--- config.mk ---
export PLATFORM = sky130hd
export DESIGN_NAME = minmax_contrast_stretch_core
export DESIGN_NICKNAME = d
export VERILOG_FILES = /design/src/design/mmcs_pkg.sv /design/src/design/mmcs_csr.sv /design/src/design/mmcs_front.sv /design/src/design/mmcs_queue.sv /design/src/design/mmcs_back.sv /design/src/design/minmax_contrast_stretch_core.sv
export SDC_FILE = /design/constraint.sdc
export NUM_CORES = 1
export LEC_CHECK = 0
export BUFFER_PORTS_ARGS = -buffer_cell sky130_fd_sc_hd__buf_2
export CAP_MARGIN = 15
export CORE_MARGIN = 2
export CORE_UTILIZATION = 63
export CTS_BUF_LIST = sky130_fd_sc_hd__clkbuf_8
export DETAILED_ROUTE_END_ITERATION = 8
export PLACE_DENSITY = 0.79
export SYNTH_ARGS = -nofsm -noshare
export SYNTH_HDL_FRONTEND = slang
export SYNTH_SLANG_ARGS = --single-unit
--- constraint.sdc ---
create_clock -name clk -period 8.6 [get_ports clk]
set_input_delay 1.29 -clock clk [delete_from_list [all_inputs] [get_ports clk]]
set_output_delay 1.29 -clock clk [all_outputs]
set_load 0.005 [all_outputs]
--- src/design/mmcs_pkg.sv ---
// Shared types, constants and register indexes for the min-max contrast stretch block.
`default_nettype none
package mmcs_pkg;

	// pixel value width once sign or zero extended, and default pixel width
	localparam int VAL_W = 33;
	localparam int PIXEL_BITS_DEF = 32;

	// configuration port
	localparam int CFG_IDX_W = 3;
	localparam int CFG_DATA_W = 33;

	localparam logic [CFG_IDX_W-1:0] REG_OVR_EN   = 3'd0;
	localparam logic [CFG_IDX_W-1:0] REG_OVR_LOW  = 3'd1;
	localparam logic [CFG_IDX_W-1:0] REG_OVR_HIGH = 3'd2;
	localparam logic [CFG_IDX_W-1:0] REG_IGN_EN   = 3'd3;
	localparam logic [CFG_IDX_W-1:0] REG_IGN_LVL  = 3'd4;
	localparam logic [CFG_IDX_W-1:0] REG_PIX_SGN  = 3'd5;

	// running statistics restart values
	localparam logic [VAL_W-1:0] STAT_MAX = 33'h0_FFFF_FFFF;
	localparam logic [VAL_W-1:0] STAT_MIN = 33'h1_0000_0000;

	// restoring divider: 8 quotient bits, one per cycle
	localparam int DIV_STEPS = 8;
	localparam int CNT_W = 3;
	localparam int REM_W = VAL_W + DIV_STEPS;

	// job queue between front and back
	localparam int Q_DEPTH = 2;
	localparam int Q_PTR_W = 1;
	localparam int Q_CNT_W = 2;

	typedef struct packed {
		logic        func;
		logic [31:0] pixel_bits;
		logic        last_in_pass;
	} in_word_t;

	typedef struct packed {
		logic [7:0] scaled_pixel;
		logic       flat_range;
		logic       last_out;
	} out_word_t;

	typedef struct packed {
		logic             ovr_en;
		logic [VAL_W-1:0] ovr_low;
		logic [VAL_W-1:0] ovr_high;
		logic             ign_en;
		logic [VAL_W-1:0] ign_level;
		logic             pix_signed;
	} cfg_t;

	typedef enum logic [1:0] {
		JOB_FLAT,
		JOB_ZERO,
		JOB_SAT,
		JOB_DIV
	} job_kind_t;

	typedef struct packed {
		job_kind_t        kind;
		logic [VAL_W-1:0] diff;
		logic [VAL_W-1:0] den;
		logic             last;
	} job_t;

	typedef enum logic [1:0] {
		ST_IDLE,
		ST_DIV,
		ST_DONE
	} back_state_t;

endpackage
`default_nettype wire

--- src/design/mmcs_csr.sv ---
// Configuration registers written through the plain write port.
`default_nettype none
module mmcs_csr (
	input  wire logic                             clk,
	input  wire logic                             arst_n,
	input  wire logic                             cfg_wen,
	input  wire logic [mmcs_pkg::CFG_IDX_W-1:0]   cfg_index,
	input  wire logic [mmcs_pkg::CFG_DATA_W-1:0]  cfg_data,
	output mmcs_pkg::cfg_t                        cfg
);

	mmcs_pkg::cfg_t cfg_q;

	// register writes; unknown indexes are dropped
	always_ff @(posedge clk or negedge arst_n) begin
		if (!arst_n) begin
			cfg_q.ovr_en     <= 1'b0;
			cfg_q.ovr_low    <= '0;
			cfg_q.ovr_high   <= mmcs_pkg::VAL_W'(255);
			cfg_q.ign_en     <= 1'b0;
			cfg_q.ign_level  <= '0;
			cfg_q.pix_signed <= 1'b1;
		end else if (cfg_wen) begin
			case (cfg_index)
				mmcs_pkg::REG_OVR_EN:   cfg_q.ovr_en     <= cfg_data[0];
				mmcs_pkg::REG_OVR_LOW:  cfg_q.ovr_low    <= cfg_data;
				mmcs_pkg::REG_OVR_HIGH: cfg_q.ovr_high   <= cfg_data;
				mmcs_pkg::REG_IGN_EN:   cfg_q.ign_en     <= cfg_data[0];
				mmcs_pkg::REG_IGN_LVL:  cfg_q.ign_level  <= cfg_data;
				mmcs_pkg::REG_PIX_SGN:  cfg_q.pix_signed <= cfg_data[0];
				default: ;
			endcase
		end
	end

	assign cfg = cfg_q;

endmodule
`default_nettype wire

--- src/design/mmcs_front.sv ---
// Front end: accepts words, tracks min/max, classifies scale pixels into jobs.
`default_nettype none
module mmcs_front #(
	parameter int PIXEL_BITS = mmcs_pkg::PIXEL_BITS_DEF
) (
	input  wire logic               clk,
	input  wire logic               arst_n,
	input  wire mmcs_pkg::cfg_t     cfg,
	input  wire logic               in_valid,
	output logic                    in_ready,
	input  wire mmcs_pkg::in_word_t in_word,
	input  wire logic               q_full,
	output logic                    q_push,
	output mmcs_pkg::job_t          q_job
);

	localparam int VW = mmcs_pkg::VAL_W;

	logic                  accept;
	logic [PIXEL_BITS-1:0] raw;
	logic                  sign;
	logic signed [VW-1:0]  pix;
	logic signed [VW-1:0]  low_q, high_q;
	logic                  fresh_q;
	logic signed [VW-1:0]  eff_low, eff_high;
	logic                  track;
	logic signed [VW-1:0]  lo, hi;
	logic signed [VW:0]    diff_w, den_w;

	assign in_ready = !q_full;
	assign accept   = in_valid && in_ready;

	// pixel extraction at the configured width and signedness
	assign raw  = in_word.pixel_bits[PIXEL_BITS-1:0];
	assign sign = cfg.pix_signed & raw[PIXEL_BITS-1];
	assign pix  = $signed({{(VW-PIXEL_BITS){sign}}, raw});

	// statistics: a fresh frame restarts from the extreme values
	assign eff_low  = fresh_q ? $signed(mmcs_pkg::STAT_MAX) : low_q;
	assign eff_high = fresh_q ? $signed(mmcs_pkg::STAT_MIN) : high_q;
	assign track    = !(cfg.ign_en && (pix == $signed(cfg.ign_level)));

	always_ff @(posedge clk or negedge arst_n) begin
		if (!arst_n) begin
			low_q   <= $signed(mmcs_pkg::STAT_MAX);
			high_q  <= $signed(mmcs_pkg::STAT_MIN);
			fresh_q <= 1'b1;
		end else if (accept) begin
			if (!in_word.func) begin
				low_q   <= (track && (pix < eff_low)) ? pix : eff_low;
				high_q  <= (track && (pix > eff_high)) ? pix : eff_high;
				fresh_q <= in_word.last_in_pass;
			end else begin
				fresh_q <= 1'b1;
			end
		end
	end

	// scale pass: pick bounds and classify
	assign lo     = cfg.ovr_en ? $signed(cfg.ovr_low) : low_q;
	assign hi     = cfg.ovr_en ? $signed(cfg.ovr_high) : high_q;
	assign diff_w = {pix[VW-1], pix} - {lo[VW-1], lo};
	assign den_w  = {hi[VW-1], hi} - {lo[VW-1], lo};

	always_comb begin
		q_job.diff = diff_w[VW-1:0];
		q_job.den  = den_w[VW-1:0];
		q_job.last = in_word.last_in_pass;
		if (hi <= lo)
			q_job.kind = mmcs_pkg::JOB_FLAT;
		else if (pix <= lo)
			q_job.kind = mmcs_pkg::JOB_ZERO;
		else if (pix >= hi)
			q_job.kind = mmcs_pkg::JOB_SAT;
		else
			q_job.kind = mmcs_pkg::JOB_DIV;
	end

	assign q_push = accept && in_word.func;

endmodule
`default_nettype wire

--- src/design/mmcs_queue.sv ---
// Short job queue between front and back.
`default_nettype none
module mmcs_queue (
	input  wire logic           clk,
	input  wire logic           arst_n,
	input  wire logic           push,
	input  wire mmcs_pkg::job_t push_job,
	output logic                full,
	input  wire logic           pop,
	output logic                not_empty,
	output mmcs_pkg::job_t      head
);

	mmcs_pkg::job_t                   slot_q [mmcs_pkg::Q_DEPTH];
	logic [mmcs_pkg::Q_PTR_W-1:0]     wr_ptr_q, rd_ptr_q;
	logic [mmcs_pkg::Q_CNT_W-1:0]     count_q;

	assign full      = (count_q == mmcs_pkg::Q_CNT_W'(mmcs_pkg::Q_DEPTH));
	assign not_empty = (count_q != '0);
	assign head      = slot_q[rd_ptr_q];

	// storage
	always_ff @(posedge clk) begin
		if (push)
			slot_q[wr_ptr_q] <= push_job;
	end

	// pointers and fill count
	always_ff @(posedge clk or negedge arst_n) begin
		if (!arst_n) begin
			wr_ptr_q <= '0;
			rd_ptr_q <= '0;
			count_q  <= '0;
		end else begin
			if (push)
				wr_ptr_q <= wr_ptr_q + 1'b1;
			if (pop)
				rd_ptr_q <= rd_ptr_q + 1'b1;
			if (push && !pop)
				count_q <= count_q + 1'b1;
			else if (pop && !push)
				count_q <= count_q - 1'b1;
		end
	end

endmodule
`default_nettype wire

--- src/design/mmcs_back.sv ---
// Back end: restoring divider for 255*(p-lo)/(hi-lo) and the output register.
`default_nettype none
module mmcs_back (
	input  wire logic           clk,
	input  wire logic           arst_n,
	input  wire logic           job_valid,
	input  wire mmcs_pkg::job_t job,
	output logic                job_pop,
	output logic                out_valid,
	input  wire logic           out_ready,
	output mmcs_pkg::out_word_t out_word
);

	localparam int RW = mmcs_pkg::REM_W;

	mmcs_pkg::back_state_t      state_q, state_d;
	logic [RW-1:0]              rem_q, dsr_q;
	logic [mmcs_pkg::CNT_W-1:0] cnt_q;
	logic [7:0]                 quo_q;
	logic                       flat_q, last_q;
	logic                       ge;
	logic                       is_div;

	assign is_div = (job.kind == mmcs_pkg::JOB_DIV);
	assign ge     = (rem_q >= dsr_q);

	// next state
	always_comb begin
		state_d = state_q;
		case (state_q)
			mmcs_pkg::ST_IDLE:
				if (job_valid)
					state_d = is_div ? mmcs_pkg::ST_DIV : mmcs_pkg::ST_DONE;
			mmcs_pkg::ST_DIV:
				if (cnt_q == '0)
					state_d = mmcs_pkg::ST_DONE;
			mmcs_pkg::ST_DONE:
				if (out_ready)
					state_d = mmcs_pkg::ST_IDLE;
			default:
				state_d = mmcs_pkg::ST_IDLE;
		endcase
	end

	// outputs
	always_comb begin
		job_pop   = 1'b0;
		out_valid = 1'b0;
		case (state_q)
			mmcs_pkg::ST_IDLE: job_pop   = job_valid;
			mmcs_pkg::ST_DONE: out_valid = 1'b1;
			default: ;
		endcase
	end

	always_ff @(posedge clk or negedge arst_n) begin
		if (!arst_n)
			state_q <= mmcs_pkg::ST_IDLE;
		else
			state_q <= state_d;
	end

	// datapath: load on pop, one quotient bit per cycle in ST_DIV
	always_ff @(posedge clk) begin
		if (job_pop) begin
			rem_q  <= {job.diff, 8'b0} - {8'b0, job.diff};
			dsr_q  <= {1'b0, job.den, (mmcs_pkg::DIV_STEPS-1)'(0)};
			cnt_q  <= mmcs_pkg::CNT_W'(mmcs_pkg::DIV_STEPS - 1);
			flat_q <= (job.kind == mmcs_pkg::JOB_FLAT);
			last_q <= job.last;
			case (job.kind)
				mmcs_pkg::JOB_SAT: quo_q <= 8'hFF;
				default:           quo_q <= 8'h00;
			endcase
		end else if (state_q == mmcs_pkg::ST_DIV) begin
			if (ge)
				rem_q <= rem_q - dsr_q;
			dsr_q <= dsr_q >> 1;
			quo_q <= {quo_q[6:0], ge};
			cnt_q <= cnt_q - 1'b1;
		end
	end

	assign out_word.scaled_pixel = quo_q;
	assign out_word.flat_range   = flat_q;
	assign out_word.last_out     = last_q;

endmodule
`default_nettype wire

--- src/design/minmax_contrast_stretch_core.sv ---
// A scale word is queued, popped by the back end and held in its output register when flat or
// clamped; a divided word first runs the 8-step restoring divider, one quotient bit a cycle.
// Throughput: statistics words 1 per cycle while the job queue has room; the back end takes a
// new scale job only once the last result was taken; a 2-entry queue decouples both.
// Reset (arst_n low): registers return to their defaults, queue empties, statistics restart.
// Top level: config registers, front end, job queue, divider back end.
`default_nettype none
module minmax_contrast_stretch_core #(
	parameter int PIXEL_BITS = mmcs_pkg::PIXEL_BITS_DEF
) (
	input  wire logic                             clk,
	input  wire logic                             arst_n,
	input  wire logic                             cfg_wen,
	input  wire logic [mmcs_pkg::CFG_IDX_W-1:0]   cfg_index,
	input  wire logic [mmcs_pkg::CFG_DATA_W-1:0]  cfg_data,
	input  wire logic                             in_valid,
	output logic                                  in_ready,
	input  wire mmcs_pkg::in_word_t               in_word,
	output logic                                  out_valid,
	input  wire logic                             out_ready,
	output mmcs_pkg::out_word_t                   out_word
);

	mmcs_pkg::cfg_t cfg;
	mmcs_pkg::job_t push_job, head_job;
	logic           q_full, q_push, q_pop, q_not_empty;

	mmcs_csr u_csr (
		.clk       (clk),
		.arst_n    (arst_n),
		.cfg_wen   (cfg_wen),
		.cfg_index (cfg_index),
		.cfg_data  (cfg_data),
		.cfg       (cfg)
	);

	mmcs_front #(
		.PIXEL_BITS (PIXEL_BITS)
	) u_front (
		.clk      (clk),
		.arst_n   (arst_n),
		.cfg      (cfg),
		.in_valid (in_valid),
		.in_ready (in_ready),
		.in_word  (in_word),
		.q_full   (q_full),
		.q_push   (q_push),
		.q_job    (push_job)
	);

	mmcs_queue u_queue (
		.clk       (clk),
		.arst_n    (arst_n),
		.push      (q_push),
		.push_job  (push_job),
		.full      (q_full),
		.pop       (q_pop),
		.not_empty (q_not_empty),
		.head      (head_job)
	);

	mmcs_back u_back (
		.clk       (clk),
		.arst_n    (arst_n),
		.job_valid (q_not_empty),
		.job       (head_job),
		.job_pop   (q_pop),
		.out_valid (out_valid),
		.out_ready (out_ready),
		.out_word  (out_word)
	);

endmodule
`default_nettype wire

==> impl_metrics.yaml <==
cells_and_area:
  finalNonFillerCells: 3192
  layout-drive-gt1-share_pct: 14.5
  final_cell_mix: "ha_1, edfxtp_1, inv_1"
  area_growth_pct: 9.16
  antenna_cells: 0
  fill_cells: 3045
  layout_commonest_cell: "ha_1"
  finalInstanceArea_sq_um: 28700
  fin_nets: 2915
setup_path:
  regToRegStartpoint: "u_queue.rd_ptr_q"
  worst-path-max-fanout: 45
  critPathSlowestCell: "dfrtp_4"
  reg2reg_to: "u_back.rem_q[39]"
  worst-r2r-setup-slack_ns: 3.48
  worstPathCellList: "buf_4, mux2_2, ha_1, a21oi_1, o21ai_0, a2111oi_1, o31ai_4, a211oi_1, nor2b_1, or3_1, a41oi_1, xor2_1, mux2i_1"
  path_class: "reg2reg"
  crit_family: "compound AO/OA/AOI/OAI gates"
  cp-end-kind: "flop"
  cp_num_buf_inv: 1
  cpPeakStageDelay_ns: 0.83
  rr_worst_depth: 13
  cp-start-kind: "flop"
  cp_data_required_time_ns: 8.97
  arrival_ns: 5.50
power_and_ir_drop:
  powerDensity_nw_per_um2: 446
  vdd_drop_max_mv: 0.253
  p_leak_nw: 12.9
  power_mw: 12.8
run:
  drv_cap: 0
sta:
  post-route-min-period_ns: 5.12
  period_share_pct: 59.6
  max_freq_ghz: 0.195
  postLayoutSetupSlackWorst_ns: 3.48
  hold_viol_final: 0
  slew_headroom_pct: 29.3
  rsz0062_at_grt: "false"
  worstMarginPinSlew_ns: 1.06
  drv_slew: 0
  tns_ns: 0
  fin_skew_ns: 0.0292
  setup_viol: 0
clock_network:
  cts_made_buffers: 71
  insertion_delay_ns: 0.65
  cts_sinks: 407
  post_cts_resized: 0
  tritoncts: "built"
  htree_levels: 3
  clk_pin_slew_ns: 0.06
  ctsRootBufferMaster: "clkbuf_8"
  clockBufferDepth: 3
  postCtsSetupRepairBufs: 0
  holdBufCountCts: 0
synthesis:
  synthCells: 2518
  synthFlopType: "edfxtp_1"
  ys_types: 79
  syn_avg_cell_area_sq_um: 10.4
  yosysSeqAreaShare_pct: 43.0
  synthMuxAreaShare_pct: 11.0
  synth_compound_area_share_pct: 14.9
  synthXorXnorAreaFrac_pct: 5.63
  synth_warnings: 0
  synth_area_sq_um: 26300
  synthSimpleGateAreaFrac_pct: 10.3
  syn_nets: 2829
  synth_edf_count: 222
  synth_top_family_by_area: "compound AO/OA/AOI/OAI gates"
  ys_seq_elements: 407
  synthArstFlopShare_pct: 43.0
  yosys.area_share.adder_pct: 11.3
status:
  status: "finished, final reports clean"
global_route:
  antenna_found_initial: 0
  grt_overflow: 0
  grt_max_degree: 103
  grt_pass1_wl_um: 104000
  grt_pass1_vias: 19669
  grt_usage_pct: 30.4
routing:
  routed_wirelength_um: 65400
  drt_pass1_iterations: 6
  routedWlPerCell_um: 20.5
  via_per_inst: 6.21
  drt_iter0_drc: 1753
  drcViolationCount: 0
  vias: 19820
  ant_nets: 0
die:
  start_util_pct: 64.0
  io-pin-count: 87
  core_sq_um: 41000
  die_w_um: 208
  fp.dieH_um: 208
  die_area_sq_um: 43300
  row_count: 74
place:
  place_area_sq_um: 27200
  numPortBuffers: 86
  gp_congestion: 0.940
  dpl.cell_count: 3062
  dp_hpwl_um: 48800
  place_ws_ns: 3.48
hold_path:
  min-delay-path-class: "reg2reg"
  hold_depth: 2
  min_to: "u_back.dsr_q[5]"
  hold_start: "u_back.dsr_q[6]"
-- area by class of cell --
type                    count  area (sq um)  area share, %
clock buffers              82          1130           3.94
clock inverters            47           325           1.13
inverters                 174           653           2.28
multi-input cells        1846         14000           48.9
flip-flops and latches    407         11300           39.4
well taps                 532           666           2.32
repair buffers            104           576           2.01
-- worst max-delay path by stage --
stage / startpoint / to / slack, ns / cells past startpoint
final: u_queue.rd_ptr_q / u_back.rem_q[39] / 3.48 / 13
after global routing: u_queue.rd_ptr_q / u_back.rem_q[37] / 3.10 / 13
after CTS: u_queue.rd_ptr_q / u_back.rem_q[39] / 3.51 / 13
after detailed placement: u_queue.rd_ptr_q / u_back.rem_q[39] / 3.48 / 13
after global placement: u_queue.rd_ptr_q / u_back.rem_q[39] / 3.61 / 13
after floorplan: u_back.rem_q[12] / u_back.rem_q[0] / 3.12 / 10
-- synth_stat cells (11+ instances only) --
master | count | area, sq um
nand2b_1 | 55 | 344
mux2_2 | 109 | 1230
buf_1 | 11 | 41.3
a21oi_1 | 185 | 926
dfrtp_1 | 132 | 3300
o21bai_1 | 14 | 105
nor2_1 | 134 | 503
dfstp_2 | 43 | 1130
xor2_1 | 69 | 604
clkbuf_1 | 77 | 289
a211oi_1 | 16 | 120
nor3_1 | 23 | 115
nor2b_1 | 27 | 169
inv_1 | 173 | 649
o22a_1 | 32 | 280
mux2i_1 | 166 | 1660
o21a_1 | 15 | 113
edfxtp_1 | 222 | 6670
o21ai_0 | 103 | 515
ha_1 | 233 | 2920
a21o_1 | 99 | 743
nand4_1 | 52 | 325
and3_1 | 11 | 68.8
o22ai_1 | 38 | 238
a31oi_1 | 18 | 113
nand3_1 | 39 | 195
nand2_1 | 166 | 623
xnor2_1 | 100 | 876
-- state kept, by name, summed over array words and instances (netlist names), 2 cells and up --
register and count:
u_queue.slot_q 138, u_csr.cfg 102, u_back.rem_q 41, u_back.dsr_q 40, u_front.high_q 33, u_front.low_q 33, u_back.quo_q 8, u_back.cnt_q 3
u_back.state_q 2, u_queue.count_q 2
-- stage by stage --
step                hold slack, ns  utilization (%)
finish                       0.468             69.9
global route                 0.489             69.9
CTS                          0.467             69.9
detailed placement           0.459             66.3
global placement             0.454             66.3
floorplan                    0.441                -
-- worst reg2reg max path, delay by kind of cell, from the launching register on --
| kind | cells | cell delay [ns] |
|---|---|---|
| AO/OA/AOI/OAI | 6 | 1.95 |
| flip-flops | 1 | 0.83 |
| buffers and inverters | 1 | 0.62 |
| multiplexers | 2 | 0.51 |
| AND/OR/NAND/NOR | 2 | 0.43 |
| adder cells (fa/ha/maj) | 1 | 0.36 |
| XOR/XNOR | 1 | 0.16 |
-- cells by family (layout without fill, tap and decap cells) --
family / after synthesis / in the layout
compound gates: 608 / 608
xor+xnor: 169 / 169
fa+ha+maj: 236 / 236
buf+inv: 265 / 407
flops: 407 / 407
mux: 275 / 275
simple gates: 558 / 558
-- layer usage --
metal  part of all wire, %  track usage [%]  vias up
li1                      -                -     9392
met3                   5.8             4.51      170
met1                    44             40.7     9535
met2                    47             49.8      723
met4                   4.0             12.3        0
met5                     0                0        -
-- where the power goes --
| part | total (mW) | switching, mW | internal [mW] |
|---|---|---|---|
| logic | 7.27 | 4.41 | 2.86 |
| clock network | 1.80 | 0.806 | 0.996 |
| registers | 3.72 | 0.404 | 3.31 |
No activity file was read; power rests on OpenSTA's default activity.
